`src/rtl/core/periodic_volume_sampler_unit_macros.svh`:
```
// Assertion macros for the sampler's RTL; the query sequencer is the module that uses them.
`ifndef PERIODIC_VOLUME_SAMPLER_UNIT_MACROS_SVH
`define PERIODIC_VOLUME_SAMPLER_UNIT_MACROS_SVH

// Same-cycle implication, clocked on aclk and disabled in reset.
`define PVS_ASSERT_IMP(lbl, ante, cons, msg) \
    lbl: assert property (@(posedge aclk) disable iff (!aresetn) (ante) |-> (cons)) \
        else $error(msg);

// Next-cycle implication, clocked on aclk and disabled in reset.
`define PVS_ASSERT_NEXT(lbl, ante, cons, msg) \
    lbl: assert property (@(posedge aclk) disable iff (!aresetn) (ante) |=> (cons)) \
        else $error(msg);

`endif

```
`src/rtl/core/pvs_pkg.sv`:
```
// Shared constants and types of the periodic volume sampler.
package pvs_pkg;

    localparam int DENSITY_BITS = 32;
    localparam int GRID_DIM_MAX = 64;
    localparam int LUT_MAX      = 1024;
    localparam int AXIS_W       = $clog2(GRID_DIM_MAX);
    localparam int ADDR_W       = 3 * AXIS_W;
    localparam int GRID_DEPTH   = GRID_DIM_MAX * GRID_DIM_MAX * GRID_DIM_MAX;
    // Interpolated values may overshoot the sample range a little.
    localparam int VAL_W        = DENSITY_BITS + 4;
    // Width of the cubic coefficients.
    localparam int COEF_W       = VAL_W + 5;
    localparam int PROD_W       = COEF_W + 17;

    localparam logic [1:0] MODE_NEAREST = 2'd0;
    localparam logic [1:0] MODE_LINEAR  = 2'd1;
    localparam logic [1:0] MODE_CUBIC   = 2'd2;

    localparam logic [1:0] PLANE_AC = 2'd1;
    localparam logic [1:0] PLANE_BC = 2'd2;

    typedef struct packed {
        logic [1:0]         interp_mode;
        logic [1:0]         projection_plane;
        logic signed [17:0] slice_level;
        logic [6:0]         size_x;
        logic [6:0]         size_y;
        logic [6:0]         size_z;
        logic [24:0]        inverse_range;
        logic [10:0]        lut_size;
    } cfg_t;

    typedef struct packed {
        logic start;
        logic linear;
    } interp_req_t;

endpackage

```
`src/rtl/core/pvs_interp.sv`:
```
// Shared linear / Catmull-Rom step unit with one multiplier used in turns.
module pvs_interp (
    input  logic                                   aclk,
    input  logic                                   aresetn,
    input  pvs_pkg::interp_req_t                   req,
    input  logic signed [pvs_pkg::VAL_W-1:0]       pin [4],
    input  logic [15:0]                            t_in,
    output logic                                   done,
    output logic signed [pvs_pkg::VAL_W-1:0]       result
);

    localparam int VW = pvs_pkg::VAL_W;
    localparam int AW = pvs_pkg::COEF_W;
    localparam int PW = pvs_pkg::PROD_W;
    localparam logic signed [PW-1:0] HALF16 = PW'(1) <<< 15;
    localparam logic signed [PW-1:0] HALF17 = PW'(1) <<< 16;

    typedef enum logic [2:0] {
        I_IDLE, I_MA, I_B, I_MB, I_C, I_MC, I_OUT
    } istate_t;

    istate_t               state_reg;
    logic signed [AW-1:0]  coef_reg, bcoef_reg, ccoef_reg;
    logic signed [VW-1:0]  base_reg;
    logic signed [PW-1:0]  prod_reg;
    logic [15:0]           t_reg;
    logic                  lin_reg;

    logic signed [AW-1:0]  e0, e1, e2, e3;
    logic signed [PW-1:0]  prod_w, rnd16_w, rnd17_w;

    assign e0 = AW'(pin[0]);
    assign e1 = AW'(pin[1]);
    assign e2 = AW'(pin[2]);
    assign e3 = AW'(pin[3]);
    assign prod_w  = coef_reg * $signed({1'b0, t_reg});
    assign rnd16_w = (prod_reg + HALF16) >>> 16;
    assign rnd17_w = (prod_reg + HALF17) >>> 17;

    always_ff @(posedge aclk) begin
        if (!aresetn) begin
            state_reg <= I_IDLE;
            done      <= 1'b0;
        end else begin
            done <= (state_reg == I_OUT);
            case (state_reg)
                I_IDLE: begin
                    if (req.start) begin
                        t_reg   <= t_in;
                        lin_reg <= req.linear;
                        if (req.linear) begin
                            coef_reg <= e1 - e0;
                            base_reg <= pin[0];
                        end else begin
                            coef_reg  <= ((e1 - e2) <<< 1) + (e1 - e2) + e3 - e0;
                            bcoef_reg <= (e0 <<< 1) - ((e1 <<< 2) + e1) + (e2 <<< 2) - e3;
                            ccoef_reg <= e2 - e0;
                            base_reg  <= pin[1];
                        end
                        state_reg <= I_MA;
                    end
                end
                I_MA: begin
                    prod_reg  <= prod_w;
                    state_reg <= lin_reg ? I_OUT : I_B;
                end
                I_B: begin
                    coef_reg  <= bcoef_reg + rnd16_w[AW-1:0];
                    state_reg <= I_MB;
                end
                I_MB: begin
                    prod_reg  <= prod_w;
                    state_reg <= I_C;
                end
                I_C: begin
                    coef_reg  <= ccoef_reg + rnd16_w[AW-1:0];
                    state_reg <= I_MC;
                end
                I_MC: begin
                    prod_reg  <= prod_w;
                    state_reg <= I_OUT;
                end
                I_OUT: begin
                    result    <= base_reg + (lin_reg ? rnd16_w[VW-1:0] : rnd17_w[VW-1:0]);
                    state_reg <= I_IDLE;
                end
                default: state_reg <= I_IDLE;
            endcase
        end
    end

endmodule

```
`config.mk`:
```
export PLATFORM = sky130hd
export DESIGN_NAME = pvs_interp
export DESIGN_NICKNAME = d
export VERILOG_FILES = /design/src/rtl/core/periodic_volume_sampler_unit_macros.svh /design/src/rtl/core/pvs_pkg.sv /design/src/rtl/core/pvs_interp.sv
export SDC_FILE = /design/constraint.sdc
export NUM_CORES = 2
export LEC_CHECK = 0
export BUFFER_PORTS_ARGS = -buffer_cell sky130_fd_sc_hd__buf_2
export CORE_MARGIN = 4
export CORE_UTILIZATION = 65
export CTS_CLUSTER_DIAMETER = 60
export DETAILED_ROUTE_END_ITERATION = 8
export GPL_TIMING_DRIVEN = 0
export PLACE_DENSITY = 0.83
export SLEW_MARGIN = 30
export SYNTH_ARGS = -nofsm -noshare
export SYNTH_HDL_FRONTEND = slang
export SYNTH_SLANG_ARGS = --single-unit
export TNS_END_PERCENT = 1
```
`constraint.sdc`:
```
create_clock -name aclk -period 16.4 [get_ports aclk]
set_clock_uncertainty 0.2 [all_clocks]
set_input_delay 3.28 -clock aclk [delete_from_list [all_inputs] [get_ports aclk]]
set_output_delay 3.28 -clock aclk [all_outputs]
set_load 0.005 [all_outputs]
```
# After elaboration in Yosys (flattened, before gate mapping)
# Cells that the tools add are included.
[classes]
addsub = 15
n_mul = 1
eq_ne = 7
muxes = 8
n_bitwise = 1
n_reduce_logical = 8
[ops]
columns = ["operator", "n"]
rows = [
  ["case mux 41 bit (3 select lines)", 1],
  ["subtractor 36 x 36 -> 37 bit", 3],
  ["adder 41 bit", 2],
  ["two-way mux 41 bit", 2],
  ["two-way mux 36 bit", 2],
  ["adder 57 x 17 -> 57 bit (second input constant)", 1],
  ["multiplier 41 x 17 -> 57 bit", 1],
  ["adder 53 x 18 -> 53 bit (second input constant)", 1],
  ["adder 40 x 38 -> 41 bit", 1],
  ["subtractor 40 x 36 -> 41 bit", 1],
  ["subtractor 41 x 36 -> 41 bit", 1],
  ["adder 39 x 36 -> 40 bit", 1],
  ["subtractor 37 x 39 -> 40 bit", 1],
  ["adder 38 x 36 -> 39 bit", 1],
  ["adder 38 x 37 -> 39 bit", 1],
  ["adder 36 bit", 1],
  ["case mux 3 bit (6 select lines)", 1],
  ["equality test 3 bit (second input constant)", 3],
  ["equality test 3 x 2 -> 1 bit (second input constant)", 2],
  ["two-way mux 3 bit", 2],
  ["AND reduction 3 bit", 2],
  ["AND reduction 2 bit", 2],
  ["AND reduction 4 bit", 1],
  ["equality test 3 x 1 -> 1 bit (second input constant)", 1],
  ["other kinds (5)", 5],
]
[word_totals]
reg_bits = 273
input_bits = 164
out_inout_bits = 37
wordCells = 50

# Longest topological paths before layout
[depth]
word_depth = 7
depth_mapped = 28
mapped_depth_nobuf = 28

# Worst setup path before layout
# Ideal clock, no wire load.
[synth_path]
path_kind = "input -> register"
from = "in aresetn"
to = "reg bcoef_reg[0], enable pin"
arrival_ps = 11229
path_slack_ps = 4527
cell_stages = 3
path_buffers = 0
path_cell_list = "nand2b_1 -> nor4b_1 -> and2_1"
[synth_between]
elab_chain_len = 1
[synth_lines]
columns = ["item", "line", "rtl"]
rows = [
  ["start: declaration", "pvs_interp.sv:4", "input logic aresetn,"],
  ["AND reduction 4 bit (no line)", "-", ""],
  ["end signal: assignment", "pvs_interp.sv:56", "bcoef_reg <= (e0 <<< 1) - ((e1 <<< 2) + e1) + (e2 <<< 2) - e3;"],
  ["end: declaration", "pvs_interp.sv:23", "logic signed [AW-1:0] coef_reg, bcoef_reg, ccoef_reg;"],
]
# No other way between the ends.
# A chain may end at the register's enable or synchronous reset.

# Final worst setup path
[layout_path]
from = "in pin[37] (netlist name)"
to = "reg coef_reg[39], data pin"
[layout_between]
elab_chain_len = 7
[layout_lines]
columns = ["item", "line", "rtl"]
rows = [
  ["start: declaration", "pvs_interp.sv:6", "input logic signed [pvs_pkg::VAL_W-1:0] pin [4],"],
  ["subtractor 36 x 36 -> 37 bit", "pvs_interp.sv:55", "coef_reg <= ((e1 - e2) <<< 1) + (e1 - e2) + e3 - e0;"],
  ["adder 38 x 37 -> 39 bit", "pvs_interp.sv:55", ""],
  ["adder 39 x 36 -> 40 bit", "pvs_interp.sv:55", ""],
  ["subtractor 40 x 36 -> 41 bit", "pvs_interp.sv:55", ""],
  ["two-way mux 41 bit", "pvs_interp.sv:51", "if (req.linear) begin"],
  ["two-way mux 41 bit", "pvs_interp.sv:48", "if (req.start) begin"],
  ["case mux 41 bit (3 select lines)", "pvs_interp.sv:46", "case (state_reg)"],
  ["end signal: assignment", "pvs_interp.sv:52", "coef_reg <= e1 - e0;"],
  ["end signal: assignment", "pvs_interp.sv:55", ""],
  ["end signal: assignment", "pvs_interp.sv:68", "coef_reg <= bcoef_reg + rnd16_w[AW-1:0];"],
  ["end: declaration", "pvs_interp.sv:23", ""],
]
# No other way between the ends. The select of a mux whose other input is x is not followed.

==> results.rst <==
.. list-table::
   :header-rows: 1

   * - Metric
     - Value
   * - Predominant post-synthesis flop cell
     - sky130_fd_sc_hd__edfxtp_1
   * - Fraction of synthesized cell area taken by the top area cell type
     - 31.8%
   * - Standard cell core area
     - 76300 sq um
   * - Count of yosys warnings during synthesis
     - 0
   * - Maximum number of pins on one net before global-route repair
     - 47
   * - Via-to-Cell Ratio
     - 6.04
   * - GR Util All Layers
     - 37.6%
   * - Seq cells post-synth
     - 254
   * - Initial detailed-routing violation count
     - 3715
   * - Count of final max-slew check failures
     - 0
   * - Most numerous cell on the critical path
     - sky130_fd_sc_hd__inv_1
   * - Yosys cell types
     - 92
   * - Total clock sinks
     - 254
   * - Number of hold-repair buffers added at the cts stage
     - 0
   * - Buffer count from post-CTS setup fixing
     - 0
   * - Cell types occupying the most area after synthesis
     - sky130_fd_sc_hd__fa_1 (32%), sky130_fd_sc_hd__edfxtp_1 (15%), sky130_fd_sc_hd__ha_1 (10%), sky130_fd_sc_hd__inv_1 (7.6%), sky130_fd_sc_hd__nand2_1 (5.4%)
   * - Final net count
     - 7175
   * - Crit. Startpoint
     - pin[37]
   * - Worst path required time
     - 16.44 ns
   * - Longest individual stage delay on the worst path
     - 0.59 ns
   * - Net count after synthesis
     - 6914
   * - Final antenna-violating net count
     - 0
   * - Sequential element share of the synthesized area
     - 15.1%
   * - Post-detail-place hpwl
     - 126 mm
   * - Starting utilization of the core area
     - 66.0%
   * - Number of buffers inserted during clock tree synthesis
     - 39
   * - DR vias
     - 41500
   * - Die area
     - 82000 sq um
   * - Maximum clock insertion buffer count
     - 3
   * - Y dimension of the die
     - 286 um
   * - Leading area contributor after synthesis
     - sky130_fd_sc_hd__fa_1
   * - Final period demand of the worst path
     - 10.07 ns
   * - Detailed-router iteration count before antenna repair
     - 6
   * - Initial antenna violation count
     - 6
   * - Floorplan row count
     - 101
   * - Worst hold path type
     - reg -> reg
   * - Category of the worst setup path launch point
     - primary input
   * - Final setup vio count
     - 0
   * - H-tree level count
     - 2
   * - Via count of the first global-routing pass
     - 43400
   * - CP Data Arrival Time
     - 10.11 ns
   * - Actual slew at the worst max-slew pin
     - 1.07 ns
   * - DRC violations left
     - 0
   * - FF-to-FF Start
     - t_reg[8]$_DFFE_PP_
   * - Final worst setup slack
     - 6.33 ns
   * - Worst setup slack before clock tree synthesis
     - 5.91 ns
   * - Family with the most delay on the worst path
     - compound AO/OA/AOI/OAI gates
   * - Gate count of the mapped netlist
     - 5550
   * - Worst path buffer plus inverter count
     - 5
   * - Total Routed Length
     - 152 mm
   * - Share of cells above drive strength 1
     - 6.54%
   * - Kind of capture point of the worst setup path
     - flip-flop
   * - Skew-Pair Late Insertion Delay
     - 0.58 ns
   * - Critical-path maximum fanout
     - 5
   * - GP Congestion
     - 1.04
   * - FMAX
     - 99.3 MHz
   * - GRT overflow
     - 0
   * - Count of endpoints failing hold in the final timing report
     - 0
   * - Flip-flop count of the largest register after layout
     - 42
   * - Horiz. Die Dim
     - 286 um
   * - Tightest slew margin relative to the limit
     - 28.6%
   * - Worst Path Class, Setup
     - in -> reg
   * - CTS resizes
     - 0
   * - RSZ-0062 raised after global routing
     - false
   * - Count of flip-flops with a built-in enable after synthesis
     - 250
   * - TritonCTS clock tree
     - built
   * - DR WL/cell
     - 22.1 um
   * - Netlist area before placement
     - 50300 sq um
   * - Start point of the worst min-delay path
     - base_reg[0]$_DFFE_PP_
   * - Synth async-reset ratio
     - 0%
   * - Cell chosen for the clock root
     - sky130_fd_sc_hd__clkbuf_16
   * - Average cell area after synthesis
     - 9.07 sq um
   * - Synth-to-layout area growth
     - 7.54%
   * - Slowest stage cell, crit path
     - sky130_fd_sc_hd__o311ai_0
   * - Tcrit/Tclk final
     - 61.4%
   * - Number of port buffers
     - 200
   * - Clock-pin transition on the worst setup and hold timing paths
     - 0.06 ns
   * - Maximum capacitance violations
     - 0
   * - Top-Level Pins
     - 201
   * - Result of the run
     - completed
   * - First-pass GRT wire length
     - 238 mm
cell type report:
class                           instances  area (sq um)
Buffer                                180           681
Inverter                             1015          3810
Multi-Input combinational cell       4101         38300
Sequential cell                       254          7590
Clock inverter                         27           309
Fill cell                            5929         22200
Tap cell                             1030          1290
Timing Repair Buffer                  220          1170
Antenna cell                            1          2.50
Clock buffer                           43           991
synthesized netlist by cell type, types with 23 or more instances:
cell type / count
sky130_fd_sc_hd__a21o_1: 164
sky130_fd_sc_hd__a211oi_1: 40
sky130_fd_sc_hd__edfxtp_1: 250
sky130_fd_sc_hd__nand2b_1: 41
sky130_fd_sc_hd__xor2_1: 126
sky130_fd_sc_hd__nand3_1: 86
sky130_fd_sc_hd__a21oi_1: 250
sky130_fd_sc_hd__and2_1: 259
sky130_fd_sc_hd__inv_1: 1015
sky130_fd_sc_hd__o31ai_1: 25
sky130_fd_sc_hd__and3_1: 40
sky130_fd_sc_hd__nand4_1: 38
sky130_fd_sc_hd__nor2_1: 201
sky130_fd_sc_hd__a31oi_1: 23
sky130_fd_sc_hd__mux2_2: 40
sky130_fd_sc_hd__fa_1: 799
sky130_fd_sc_hd__clkbuf_1: 166
sky130_fd_sc_hd__o21a_1: 42
sky130_fd_sc_hd__o21bai_1: 31
sky130_fd_sc_hd__nor3_1: 62
sky130_fd_sc_hd__nor2b_1: 45
sky130_fd_sc_hd__xnor2_1: 209
sky130_fd_sc_hd__nand2_1: 725
sky130_fd_sc_hd__o21ai_0: 186
sky130_fd_sc_hd__ha_1: 401
final timing paths:
path                                               end  slack [ns]  depth (start not counted)
worst min-delay path               result[0]$_DFFE_PP_        0.38                          1
worst max-delay path            coef_reg[39]$_DFFE_PP_        6.33                         28
worst max register to register  prod_reg[50]$_DFFE_PP_        8.30                         22
worst min register to register     result[0]$_DFFE_PP_        0.38                          1
metrics by stage:
stage	hold slack [ns]	instance area, sq um	utilization (%)	TNS (ns)	cells
6_report	0.381	54100	70.9	0	6871
5_1_grt	0.410	54100	70.9	0	6870
4_1_cts	0.382	54100	70.9	0	6870
3_5_place_dp	0.368	52800	69.2	0	6800
3_3_place_gp	0.348	52600	69.0	-96.87	6780
2_1_floorplan	0.318	50300	-	0	5550
cell usage in the layout (no fill, tap or decap), types with 23 or more instances in the layout:
master,count
sky130_fd_sc_hd__xnor2_1,209
sky130_fd_sc_hd__nand2b_1,41
sky130_fd_sc_hd__nand2_1,725
sky130_fd_sc_hd__xor2_1,126
sky130_fd_sc_hd__o21bai_1,31
sky130_fd_sc_hd__a31oi_1,23
sky130_fd_sc_hd__nor2_1,200
sky130_fd_sc_hd__and2_1,258
sky130_fd_sc_hd__o21ai_0,186
sky130_fd_sc_hd__ha_1,401
sky130_fd_sc_hd__buf_2,214
sky130_fd_sc_hd__clkbuf_1,169
sky130_fd_sc_hd__nand3_1,86
sky130_fd_sc_hd__o31ai_1,25
sky130_fd_sc_hd__nor2b_1,45
sky130_fd_sc_hd__nor3_1,61
sky130_fd_sc_hd__mux2_2,40
sky130_fd_sc_hd__edfxtp_1,250
sky130_fd_sc_hd__fa_1,799
sky130_fd_sc_hd__o21a_1,42
sky130_fd_sc_hd__nand4_1,38
sky130_fd_sc_hd__and3_1,39
sky130_fd_sc_hd__a211oi_1,40
sky130_fd_sc_hd__a21o_1,164
sky130_fd_sc_hd__a21oi_1,250
sky130_fd_sc_hd__inv_1,1015
sky130_fd_sc_hd__clkbuf_16,39
per-layer routing:
metal | part of all wire, % | track usage, % | vias up
li1 | - | - | 18500
met1 | 38 | 49.2 | 20300
met2 | 45 | 59.9 | 2249
met3 | 10 | 7.51 | 483
met4 | 6.4 | 19.6 | 6
met5 | 0.027 | 0 | -
cell families (layout without fill, tap and decap cells):
| group | count (synthesis) | in the layout | share of synthesized area, % |
|---|---|---|---|
| and+or+nand+nor | 1584 | 1584 | 15.1 |
| muxes | 53 | 53 | 1.15 |
| buffers and inverters | 1195 | 1485 | 8.92 |
| other | 0 | 1 | 0 |
| adders and majority gates | 1200 | 1200 | 41.7 |
| DFF | 254 | 254 | 15.1 |
| xor gates and xnor gates | 335 | 335 | 5.83 |
| AOI/OAI and AO/OA | 929 | 929 | 12.2 |
worst register-to-register path: stages (launching register included):
cell	delay, ns
sky130_fd_sc_hd__edfxtp_1	0.51
sky130_fd_sc_hd__clkbuf_1	0.75
sky130_fd_sc_hd__nand2_1	0.18
sky130_fd_sc_hd__fa_1	0.59
sky130_fd_sc_hd__inv_1	0.05
sky130_fd_sc_hd__fa_1	0.50
sky130_fd_sc_hd__fa_1	0.62
sky130_fd_sc_hd__fa_1	0.46
sky130_fd_sc_hd__fa_1	0.49
sky130_fd_sc_hd__inv_1	0.05
sky130_fd_sc_hd__fa_1	0.47
sky130_fd_sc_hd__inv_1	0.05
sky130_fd_sc_hd__ha_1	0.33
sky130_fd_sc_hd__a21o_1	0.20
sky130_fd_sc_hd__a21oi_1	0.13
sky130_fd_sc_hd__o21ai_0	0.14
sky130_fd_sc_hd__a221o_1	0.33
sky130_fd_sc_hd__a21oi_2	0.44
sky130_fd_sc_hd__o211a_1	0.27
sky130_fd_sc_hd__nor2_1	0.09
sky130_fd_sc_hd__a221o_1	0.43
sky130_fd_sc_hd__a21o_1	0.24
sky130_fd_sc_hd__a311o_1	0.32
Power is left out: the tool's default activity adds up to more than one toggle a clock period on the data nets, which glitch-free logic cannot reach.
